[config.mk]
export PLATFORM = sky130hd
export DESIGN_NAME = asm_ram
export DESIGN_NICKNAME = d
export VERILOG_FILES = /design/src/rtl/asm_ram.sv
export SDC_FILE = /design/constraint.sdc
export NUM_CORES = 1
export LEC_CHECK = 0
export BUFFER_PORTS_ARGS = -buffer_cell sky130_fd_sc_hd__clkbuf_2
export CAP_MARGIN = 25
export CELL_PAD_IN_SITES_DETAIL_PLACEMENT = 0
export CELL_PAD_IN_SITES_GLOBAL_PLACEMENT = 2
export CORE_MARGIN = 5
export CORE_UTILIZATION = 50
export DETAILED_ROUTE_END_ITERATION = 8
export PLACE_DENSITY = 0.81
export SLEW_MARGIN = 20
export SYNTH_ARGS = -nofsm -noshare
export SYNTH_HDL_FRONTEND = slang
export SYNTH_SLANG_ARGS = --single-unit
[constraint.sdc]
create_clock -name clk -period 3.1 [get_ports clk]
set_input_delay 0.465 -clock clk [delete_from_list [all_inputs] [get_ports clk]]
set_output_delay 0.465 -clock clk [all_outputs]
set_load 0.02 [all_outputs]
[src/rtl/asm_ram.sv]
module asm_ram #(
	parameter int WIDTH = 8,
	parameter int DEPTH = 32,
	parameter int AW = (DEPTH > 1) ? $clog2(DEPTH) : 1
) (
	input  logic             clk,
	input  logic             we,
	input  logic [AW-1:0]    waddr,
	input  logic [WIDTH-1:0] wdata,
	input  logic             re,
	input  logic [AW-1:0]    raddr,
	output logic [WIDTH-1:0] rdata
);

	logic [WIDTH-1:0] mem [DEPTH];

	// write port
	always_ff @(posedge clk) begin
		if (we) begin
			mem[waddr] <= wdata;
		end
	end

	// registered read port
	always_ff @(posedge clk) begin
		if (re) begin
			rdata <= mem[raddr];
		end
	end

endmodule

==> metrics.md, run 1 <==
| Metric | Value |
|---|---|
| Tmin final | 2.12 ns |
| Number of synthesized register bits | 264 |
| DIE HEIGHT | 152 um |
| CP max FO | 15 |
| Average size of a mapped cell | 24.3 um2 |
| Fin Hold WS | 0.358 ns |
| Clock network fraction of design power | 0.388 |
| Global Route Usage Sum | 0.171 |
| Clk sinks | 264 |
| Average wire per standard cell | 25.7 um |
| Combinational share of power | 0.052 |
| Worst hold path class | input pin to flop |
| GP Congestion | 0.720 |
| Critical Path Start Type | input pin |
| Fillcell total | 1427 |
| Slew Viols, Final | 0 |
| Yosys cell types | 14 |
| Crit-path max cell delay | 0.55 ns |
| Actual slew at the worst max-slew pin | 0.877 ns |
| Share of the synthesized area in the top cell type | 0.782 |
| Final hold viol count | 0 |
| Top cells by area, synth | edfxtp_1, mux4_2, nor2_1 |
| Site Rows | 52 |
| Ys Warns | 0 |
| CP top delay family | multiplexers |
| Crit path required time | 3.36 ns |
| Syn Std Cell Area | 10100 um2 |
| Pwr dens | 625 nW/um2 |
| Nets | 491 |
| Number of diodes | 0 |
| RSZ-0062 raised after global routing | false |
| Clock slew at reported path FFs | 0.06 ns |
| Most common cell after layout, fill and taps aside | edfxtp_1 |
| Register share of total power | 0.561 |
| Hold Buf Count CTS | 0 |
| Area delta synth->final | 12.7% |
| Die area | 23200 um2 |
| Sum of buffers and inverters on the critical path | 2 |
| Sw Pwr | 0.00142 W |
| Largest net degree at the start of global routing | 65 |
| Syn_nets | 438 |
| CP Cell Sequence | buf_4 -> buf_4 -> mux4_2 -> mux4_2 -> mux2_2 |
| First-pass GRT wire length | 29.5 mm |
| Vias in the first global route | 4646 |
| Final Skew | 0.00625 ns |
| DRC violations left | 0 |
| Root Buffer | clkbuf_16 |
| # Post-CTS Setup Buffers | 0 |
| Hpwl dp | 12.2 mm |
| Outcome | complete, no violations |
| Critical-path top delay cell | mux4_2 |
| Area leader, netlist | edfxtp_1 |
| TritonCTS buffer count | 25 |
| DRT antenna net count | 0 |
| Cts repair resizes | 0 |
| CTS tree | built |
| Final Cycle Share | 0.684 |
| Vias | 4357 |
| IO Pins | 29 |
| Number of buffers added on ports | 28 |
| CP endpoint kind | flop |
| Max Root-Sink Buffers | 3 |
| Crit path kind | input pin to flop |
| Syn Inst Count | 417 |
| Max-Cap Viols | 0 |
| Net Sw Frac | 0.199 |
| Internal power | 0.00572 W |
| Initial antenna violation count | 0 |
| Achievable clock frequency | 472 MHz |
| Vias per cell | 5.75 |
| Seq/Total Area, Yosys | 0.782 |
| Drt total wl | 19.5 mm |
| Starting density of the core | 0.504 |
| Leakage | 3.57 nW |
| Core area | 20100 um2 |
| Grt total ovfl | 0 |
| Worst-skew pair later-pin latency | 0.52 ns |
| H-tree levels | 1 |
| Max-slew headroom | 0.413 |
| Worst IR Drop VDD | 0.000411 V |
| Share of layout cells above drive strength 1 | 0.348 |
| DRT iter0 DRCs | 340 |
| CP arrival | 2.38 ns |
| Drt pass-1 iters | 4 |
| Commonest cells after routing, fill and taps aside | edfxtp_1, mux4_2, nor2_1 |
| Chip Width | 152 um |
| Final Setup Violations | 0 |
| Setup TNS Final | 0 ns |
logic make-up after synthesis:
family        share of synthesized area
simple gates                     0.0205
mux                               0.187
buf+inv                          0.0105
flops                             0.782
cells in the mapped netlist, drive strengths merged:
| cell | instances |
|---|---|
| edfxtp | 264 |
| mux4 | 80 |
| nor2 | 33 |
| buf | 14 |
| mux2 | 8 |
| clkbuf | 6 |
| nand3b | 5 |
| or3b | 3 |
| nand3 | 2 |
| nand2 | 1 |
| or3 | 1 |
metrics by stage:
step | setup slack (ns) | instance area [um2] | util | instances | power [W]
after floorplan | 0.693 | 10100 | - | 417 | 0.00429
after global placement | 0.420 | 10700 | 0.531 | 713 | 0.00444
after detailed placement | 0.411 | 10700 | 0.531 | 713 | 0.00446
after CTS | 0.954 | 11400 | 0.568 | 758 | 0.00721
after global routing | 0.887 | 11400 | 0.568 | 758 | 0.00739
final | 0.979 | 11400 | 0.568 | 758 | 0.00714
final cells by class:
type	instances	area [um2]	area share
sequential	264	7930	0.694
multi-input combinational	133	2100	0.184
clock buffer	32	652	0.0571
tap	270	338	0.0296
timing repair buffer	46	315	0.0276
clock inverter	13	91.3	0.00800
sequential cells by signal (all words and copies together), names as in the netlist:
| register | cells |
|---|---|
| mem | 256 |
| rdata | 8 |
power groups by stage:
| stage | sequential, W | clock [W] | combinational, W |
|---|---|---|---|
| 2_1_floorplan | 0.00408 | 0 | 0.000212 |
| 3_3_place_gp | 0.00407 | 0 | 0.000367 |
| 3_5_place_dp | 0.00408 | 0 | 0.000377 |
| 4_1_cts | 0.00400 | 0.00283 | 0.000378 |
| 5_1_grt | 0.00400 | 0.00299 | 0.000399 |
| 6_report | 0.00400 | 0.00277 | 0.000371 |
worst paths after layout:
kind | startpoint | to | slack (ns) | cells past startpoint
hold / removal | re | rdata[7] | 0.36 | 1
hold reg to reg | mem[22][5] | rdata[5] | 0.99 | 3
setup reg to reg | mem[29][7] | rdata[7] | 1.14 | 3
setup / recovery | raddr[0] | rdata[4] | 0.98 | 5
layer usage:
layer  vias to the layer above  wire length [um]  GRT usage
met2                       159              9500      0.271
met3                        32              1670     0.0409
met5                         -                 0          0
li1                       1887                 -          -
met1                      2279              7900      0.240
met4                         0               416     0.0509
No activity file was read; power rests on OpenSTA's default activity.
==> run 2: changes to the inputs <==
==> constraint.sdc (replaced) <==
create_clock -name clk -period 2 [get_ports clk]
set_input_delay 0.3 -clock clk [delete_from_list [all_inputs] [get_ports clk]]
set_output_delay 0.3 -clock clk [all_outputs]
set_load 0.02 [all_outputs]
==> run 2 against run 1 <==
Net effect: largest cell class unchanged; wire length rose by 5.7%; setup slack worse by 0.93 ns; sequential power up 55%; highest routed layer unchanged; design area increased by 2.8%; clock skew is essentially flat; die area stayed put; sequential share of layout area shrank 1.9 points.
==> metrics.md, run 2 (synthesis results as in run 1) <==
| Metric | Value |
|---|---|
| Slew Viols, Final | 0 (unchanged) |
| Max Root-Sink Buffers | 3 (unchanged) |
| Worst IR Drop VDD | 0.000593 V (was 0.000411 V) |
| Tmin final | 1.96 ns |
| Largest net degree at the start of global routing | 37 (was 65) |
| Final Skew | 0.00672 ns (was 0.00625 ns) |
| Crit path kind | flop to flop (was input pin to flop) |
| Crit-path max cell delay | 0.54 ns (was 0.55 ns) |
| Net Sw Frac | 0.197 (was 0.199) |
| DRT iter0 DRCs | 352 (was 340) |
| Chip Width | 152 um (unchanged) |
| Placed Area | 11000 um2 (was 10700 um2) |
| Starting density of the core | 0.504 (unchanged) |
| TritonCTS buffer count | 26 (was 25) |
| Setup TNS Final | 0 ns (unchanged) |
| Drt pass-1 iters | 4 (unchanged) |
| Grt total ovfl | 0 (unchanged) |
| Average wire per standard cell | 26.1 um (was 25.7 um) |
| Nets | 522 (was 491) |
| Drt total wl | 20.6 mm (was 19.5 mm) |
| DIE HEIGHT | 152 um (unchanged) |
| Commonest cells after routing, fill and taps aside | edfxtp_1, mux4_2, buf_4 (was edfxtp_1, mux4_2, nor2_1) |
| Achievable clock frequency | 511 MHz |
| CP endpoint kind | flop (unchanged) |
| IO Pins | 29 (unchanged) |
| Max-slew headroom | 0.549 (was 0.413) |
| CP top delay family | multiplexers (unchanged) |
| Clk sinks | 264 (unchanged) |
| Vias in the first global route | 4910 (was 4646) |
| Setup WS post-layout | 0.0448 ns (was 0.979 ns) |
| Initial antenna violation count | 0 (unchanged) |
| Clock slew at reported path FFs | 0.06 ns (about the same) |
| Root Buffer | clkbuf_16 (unchanged) |
| Max-Cap Viols | 0 (unchanged) |
| CP Cell Sequence | mux4_2 -> mux4_2 -> mux2_2 (was buf_4 -> buf_4 -> mux4_2 -> mux4_2 -> mux2_2) |
| Outcome | complete, no violations (unchanged) |
| Internal power | 0.00904 W (was 0.00572 W) |
| Site Rows | 52 (unchanged) |
| Max reg flops | 256 (unchanged) |
| Cts repair resizes | 0 (unchanged) |
| DRC violations left | 0 (unchanged) |
| Clock network fraction of design power | 0.395 (was 0.388) |
| Leakage | 3.76 nW (was 3.57 nW) |
| Critical-path top delay cell | mux4_2 (unchanged) |
| DRT antenna net count | 0 (unchanged) |
| CP max FO | 1 (was 15) |
| Hold Buf Count CTS | 0 (unchanged) |
| GP Congestion | 0.741 (was 0.720) |
| Number of diodes | 0 (unchanged) |
| Post-layout util | 0.584 (was 0.568) |
| Sum of buffers and inverters on the critical path | 0 (was 2) |
| Vias per cell | 5.85 (was 5.75) |
| Final hold viol count | 0 (unchanged) |
| Dpl cells | 743 (was 713) |
| Number of buffers added on ports | 28 (unchanged) |
| Biggest register | mem (unchanged) |
| CTS tree | built (unchanged) |
| Final Cycle Share | 0.978 |
| Area delta synth->final | 15.9% (was 12.7%) |
| Vias | 4614 (was 4357) |
| Global Route Usage Sum | 0.182 (was 0.171) |
| Final Setup Violations | 0 (unchanged) |
| Core area | 20100 um2 (unchanged) |
| Worst-skew pair later-pin latency | 0.51 ns (was 0.52 ns) |
| Most common cell after layout, fill and taps aside | edfxtp_1 (unchanged) |
| Critical Path Start Type | flop (was input pin) |
| First-pass GRT wire length | 31.7 mm (was 29.5 mm) |
| # Post-CTS Setup Buffers | 0 (unchanged) |
| Hpwl dp | 13.4 mm (was 12.2 mm) |
| H-tree levels | 1 (unchanged) |
| Most frequent CP cell | mux4_2 |
| Die area | 23200 um2 (unchanged) |
| Register share of total power | 0.550 (was 0.561) |
| Top flop regs | mem: 256 flops, rdata: 8 flops (unchanged) |
| Worst hold path class | input pin to flop (unchanged) |
| Combinational share of power | 0.055 (was 0.052) |
| Crit path required time | 2.26 ns (was 3.36 ns) |
| Final Non-Filler Cells | 789 (was 758) |
| Sw Pwr | 0.00222 W (was 0.00142 W) |
| RSZ-0062 raised after global routing | false (unchanged) |
| Actual slew at the worst max-slew pin | 0.677 ns (was 0.877 ns) |
| Share of layout cells above drive strength 1 | 0.382 (was 0.348) |
| Pwr dens | 959 nW/um2 (was 625 nW/um2) |
| Post-Place Setup Slack | -0.412 ns (was 0.411 ns) |
| Final instance area | 11700 um2 (was 11400 um2) |
| CP arrival | 2.22 ns (was 2.38 ns) |
## run 2: power groups by stage
stage               combinational (W)  clock, W  sequential [W]
floorplan                    0.000354         0         0.00633
global placement             0.000618         0         0.00631
detailed placement           0.000631         0         0.00632
CTS                          0.000634   0.00453         0.00620
global route                 0.000668   0.00478         0.00620
finish                       0.000621   0.00445         0.00620
## run 2: worst paths after layout
check,startpoint,cells after the start,slack [ns],to
hold / removal,re,1,0.20,rdata[6]
hold reg to reg,mem[6][5],3,0.99,rdata[5]
setup / recovery,mem[23][4],3,0.04,rdata[4]
setup reg to reg,mem[23][4],3,0.04,rdata[4]
## run 2: worst register-to-register path, delay by kind of cell (launching register included)
family | cells | cell delay (ns)
muxes | 3 | 1.35
DFF | 1 | 0.36
## run 2: per-stage QoR
step                power (W)  hold WS (ns)
CTS                    0.0114         0.183
global placement      0.00693         0.724
global route           0.0117         0.200
finish                 0.0113         0.201
detailed placement    0.00695         0.719
floorplan             0.00668         0.399
## run 2: layout make-up
cell class	count	area, um2
fillers	1415	8360
flip-flops and latches	264	7930
multi-input cells	133	2100
clock buffers	35	706
repair buffers	76	603
well taps	270	338
clock inverters	11	71.3
## run 2: per-layer routing
metal | routed length (um) | up-vias | part of all wire | track usage
met3 | 1280 | 29 | 0.062 | 0.0341
met2 | 9950 | 169 | 0.48 | 0.290
met5 | 0 | - | 0 | 0
met1 | 9090 | 2462 | 0.44 | 0.272
met4 | 273 | 0 | 0.013 | 0.0313
li1 | - | 1954 | - | -
==> run 3: changes to the inputs <==
--- a/config.mk
+++ b/config.mk
@@ -5,14 +5,15 @@
 export SDC_FILE = /design/constraint.sdc
 export NUM_CORES = 1
 export LEC_CHECK = 0
+export ABC_AREA = 1
 export BUFFER_PORTS_ARGS = -buffer_cell sky130_fd_sc_hd__clkbuf_2
 export CAP_MARGIN = 25
 export CELL_PAD_IN_SITES_DETAIL_PLACEMENT = 0
 export CELL_PAD_IN_SITES_GLOBAL_PLACEMENT = 2
 export CORE_MARGIN = 5
-export CORE_UTILIZATION = 50
+export CORE_UTILIZATION = 43
 export DETAILED_ROUTE_END_ITERATION = 8
-export PLACE_DENSITY = 0.81
+export PLACE_DENSITY = 0.82
 export SLEW_MARGIN = 20
 export SYNTH_ARGS = -nofsm -noshare
 export SYNTH_HDL_FRONTEND = slang
==> run 3 against run 2 <==
Net effect: critical path depth decreased by 2; core utilization down 8.3 points; cell count rose by 70%; largest power group unchanged; wire length increased by 30%.
==> metrics.md, run 3 <==
| Metric | Value |
|---|---|
| Outcome | complete, no violations (unchanged) |
| Post-layout util | 0.501 (was 0.584) |
| Root Buffer | clkbuf_16 (unchanged) |
| Clock network fraction of design power | 0.436 (was 0.395) |
| Crit path required time | 1.70 ns (was 2.26 ns) |
| Internal power | 0.00968 W (was 0.00904 W) |
| CP Cell Sequence | clkbuf_2 (was mux4_2 -> mux4_2 -> mux2_2) |
| First-pass GRT wire length | 41.2 mm (was 31.7 mm) |
| Vias | 6900 (was 4614) |
| Top flop regs | mem: 256 flops, rdata: 8 flops (unchanged) |
| Post-Synth Adder-Cell Area | 0 (unchanged) |
| Largest family of logic cells by synthesized area | simple AND/OR/NAND/NOR gates (was multiplexers) |
| Final Setup Violations | 0 (unchanged) |
| Syn Inst Count | 922 (was 417) |
| Final hold viol count | 0 (unchanged) |
| Max-slew headroom | 0.488 (was 0.549) |
| Yosys cell types | 11 (was 14) |
| Fillcell total | 2237 (was 1415) |
| Syn_nets | 943 (was 438) |
| Syn Std Cell Area | 10900 um2 (was 10100 um2) |
| Area delta synth->final | 15.5% (was 15.9%) |
| Post-synth top cells | nand2_1, edfxtp_1, nand3_1 (was edfxtp_1, mux4_2, nor2_1) |
| Biggest register | mem (unchanged) |
| Nets | 1009 (was 522) |
| Share of layout cells above drive strength 1 | 0.133 (was 0.382) |
| Sw Pwr | 0.00268 W (was 0.00222 W) |
| CP arrival | 1.20 ns (was 2.22 ns) |
| Top cells by area, synth | edfxtp_1, nand2_1, nand3_1 (was edfxtp_1, mux4_2, nor2_1) |
| Worst IR Drop VDD | 0.000539 V (was 0.000593 V) |
| Max Root-Sink Buffers | 3 (unchanged) |
| Final Skew | 0.0176 ns (was 0.00672 ns) |
| Number of synthesized register bits | 264 (unchanged) |
| Number of synthesized flops with an enable pin | 264 (unchanged) |
| CP max FO | 1 (unchanged) |
| Commonest cells after routing, fill and taps aside | nand2_1, edfxtp_1, nand3_1 (was edfxtp_1, mux4_2, buf_4) |
| Post-synthesis compound-gate area fraction | 0 (unchanged) |
| Most common cell after layout, fill and taps aside | nand2_1 (was edfxtp_1) |
| Sum of buffers and inverters on the critical path | 1 (was 0) |
| Area leader, netlist | edfxtp_1 (unchanged) |
| Worst-skew pair later-pin latency | 0.54 ns (was 0.51 ns) |
| Starting density of the core | 0.434 (was 0.504) |
| Drt pass-1 iters | 4 (unchanged) |
| Final instance area | 12500 um2 (was 11700 um2) |
| Largest net degree at the start of global routing | 66 (was 37) |
| Tot Pwr | 0.0124 W (was 0.0113 W) |
| Global Route Usage Sum | 0.189 (was 0.182) |
| Initial antenna violation count | 1 (was 0) |
| Vias in the first global route | 6677 (was 4910) |
| Grt total ovfl | 0 (unchanged) |
| Site Rows | 58 (was 52) |
| Clock slew at reported path FFs | 0.06 ns (about the same) |
| Hold Buf Count CTS | 0 (unchanged) |
| Critical Path Start Type | flop (unchanged) |
| RSZ-0062 raised after global routing | false (unchanged) |
| TritonCTS buffer count | 28 (was 26) |
| Worst hold path class | input pin to flop (unchanged) |
| Drt total wl | 26.8 mm (was 20.6 mm) |
| Pwr dens | 986 nW/um2 (was 959 nW/um2) |
| Placed Area | 11600 um2 (was 11000 um2) |
| Die area | 28600 um2 (was 23200 um2) |
| Achievable clock frequency | 668 MHz (was 511 MHz) |
| Tmin final | 1.50 ns (was 1.96 ns) |
| Max reg flops | 256 (unchanged) |
| GP Congestion | 0.785 (was 0.741) |
| H-tree levels | 1 (unchanged) |
| Hpwl dp | 15.9 mm (was 13.4 mm) |
| Setup WS post-layout | 0.503 ns (was 0.0448 ns) |
| DRT antenna net count | 0 (unchanged) |
| Core area | 25000 um2 (was 20100 um2) |
| Slew Viols, Final | 0 (unchanged) |
| Cts repair resizes | 0 (unchanged) |
| # Post-CTS Setup Buffers | 0 (unchanged) |
| CP top delay family | flip-flops (was multiplexers) |
| Net Sw Frac | 0.217 (was 0.197) |
| Number of buffers added on ports | 28 (unchanged) |
| DRT iter0 DRCs | 544 (was 352) |
| Top_reg_cell synth | edfxtp_1 (unchanged) |
| Chip Width | 169 um (was 152 um) |
| Post-Place Setup Slack | 0.229 ns (was -0.412 ns) |
| Register share of total power | 0.501 (was 0.550) |
| Mux share of post-synthesis cell area | 0 (was 0.187) |
| Ys async rst share | 0 (unchanged) |
| Combinational share of power | 0.063 (was 0.055) |
| Final Cycle Share | 0.749 (was 0.978) |
| Count leader, synth | nand2_1 (was edfxtp_1) |
| Vias per cell | 5.15 (was 5.85) |
| Max-Cap Viols | 0 (unchanged) |
| Setup TNS Final | 0 ns (unchanged) |
| Actual slew at the worst max-slew pin | 0.768 ns (was 0.677 ns) |
| Simple-gate portion of the synthesized area | 0.229 (was 0.0205) |
| Ys Warns | 0 (unchanged) |
| CP endpoint kind | primary output (was flop) |
| DIE HEIGHT | 169 um (was 152 um) |
| Crit-path max cell delay | 0.46 ns (was 0.54 ns) |
| DRC violations left | 0 (unchanged) |
| Seq/Total Area, Yosys | 0.730 (was 0.782) |
| Average wire per standard cell | 20.0 um (was 26.1 um) |
| CTS tree | built (unchanged) |
| Critical-path top delay cell | edfxtp_1 (was mux4_2) |
| Clk sinks | 264 (unchanged) |
| Crit path kind | flop to primary output (was flop to flop) |
| Average size of a mapped cell | 11.8 um2 (was 24.3 um2) |
| IO Pins | 29 (unchanged) |
| Share of the synthesized area in the top cell type | 0.730 (was 0.782) |
| Synth Area in XOR/XNOR | 0 (unchanged) |
| Leakage | 4.72 nW (was 3.76 nW) |
## run 3: cell types whose count changed after synthesis, moves of 2 or more
| cell | before | now |
|---|---|---|
| mux2_2 | 8 | 0 |
| inv_2 | 0 | 2 |
| mux4_2 | 80 | 0 |
| nand3_1 | 2 | 204 |
| inv_1 | 0 | 8 |
| buf_2 | 1 | 15 |
| buf_4 | 6 | 4 |
| nand3b_1 | 5 | 0 |
| buf_6 | 1 | 24 |
| nand2_1 | 1 | 360 |
| or3b_2 | 3 | 0 |
| buf_1 | 6 | 2 |
## run 3: path summary, 6_finish.rpt
kind | start | endpoint | slack, ns | cells past startpoint
max | rdata[0] | rdata[0] | 0.50 | 1
min | raddr[4] | rdata[7] | 0.16 | 3
max reg2reg | mem[24][2] | rdata[2] | 0.74 | 8
min reg2reg | mem[14][5] | rdata[5] | 0.83 | 8
## run 3: power groups by stage
stage	registers, W	clock network (W)	logic, W
after floorplan	0.00633	0	0.000443
after global placement	0.00632	0	0.000784
after detailed placement	0.00632	0	0.000791
after CTS	0.00620	0.00548	0.000793
after global routing	0.00620	0.00571	0.000868
final	0.00620	0.00539	0.000777
## run 3: area by class of cell
cell class,instances,area [um2],share of cell area
clock inverters,19,229,0.0182
flip-flops and latches,264,7930,0.632
inverters,10,40.0,0.00319
clock buffers,32,737,0.0587
multi-input cells,596,2490,0.199
diodes,1,2.50,0.000199
repair buffers,88,706,0.0562
well taps,330,413,0.0329
## run 3: stage by stage
stage	hold slack, ns	std cells
floorplan	0.399	922
global placement	0.707	1288
detailed placement	0.714	1288
CTS	0.147	1339
global route	0.178	1340
finish	0.164	1340
## run 3: metal layers
layer	up-vias	global-route usage	wire length, um
li1	3340	-	-
met1	3350	0.278	12200
met2	182	0.304	12900
met3	28	0.0245	1440
met4	0	0.0420	338
met5	-	0	0
## run 3: kinds of logic after synthesis
logic type / count (synthesis)
flip-flops: 264
buffers and inverters: 62
AND/OR/NAND/NOR: 596
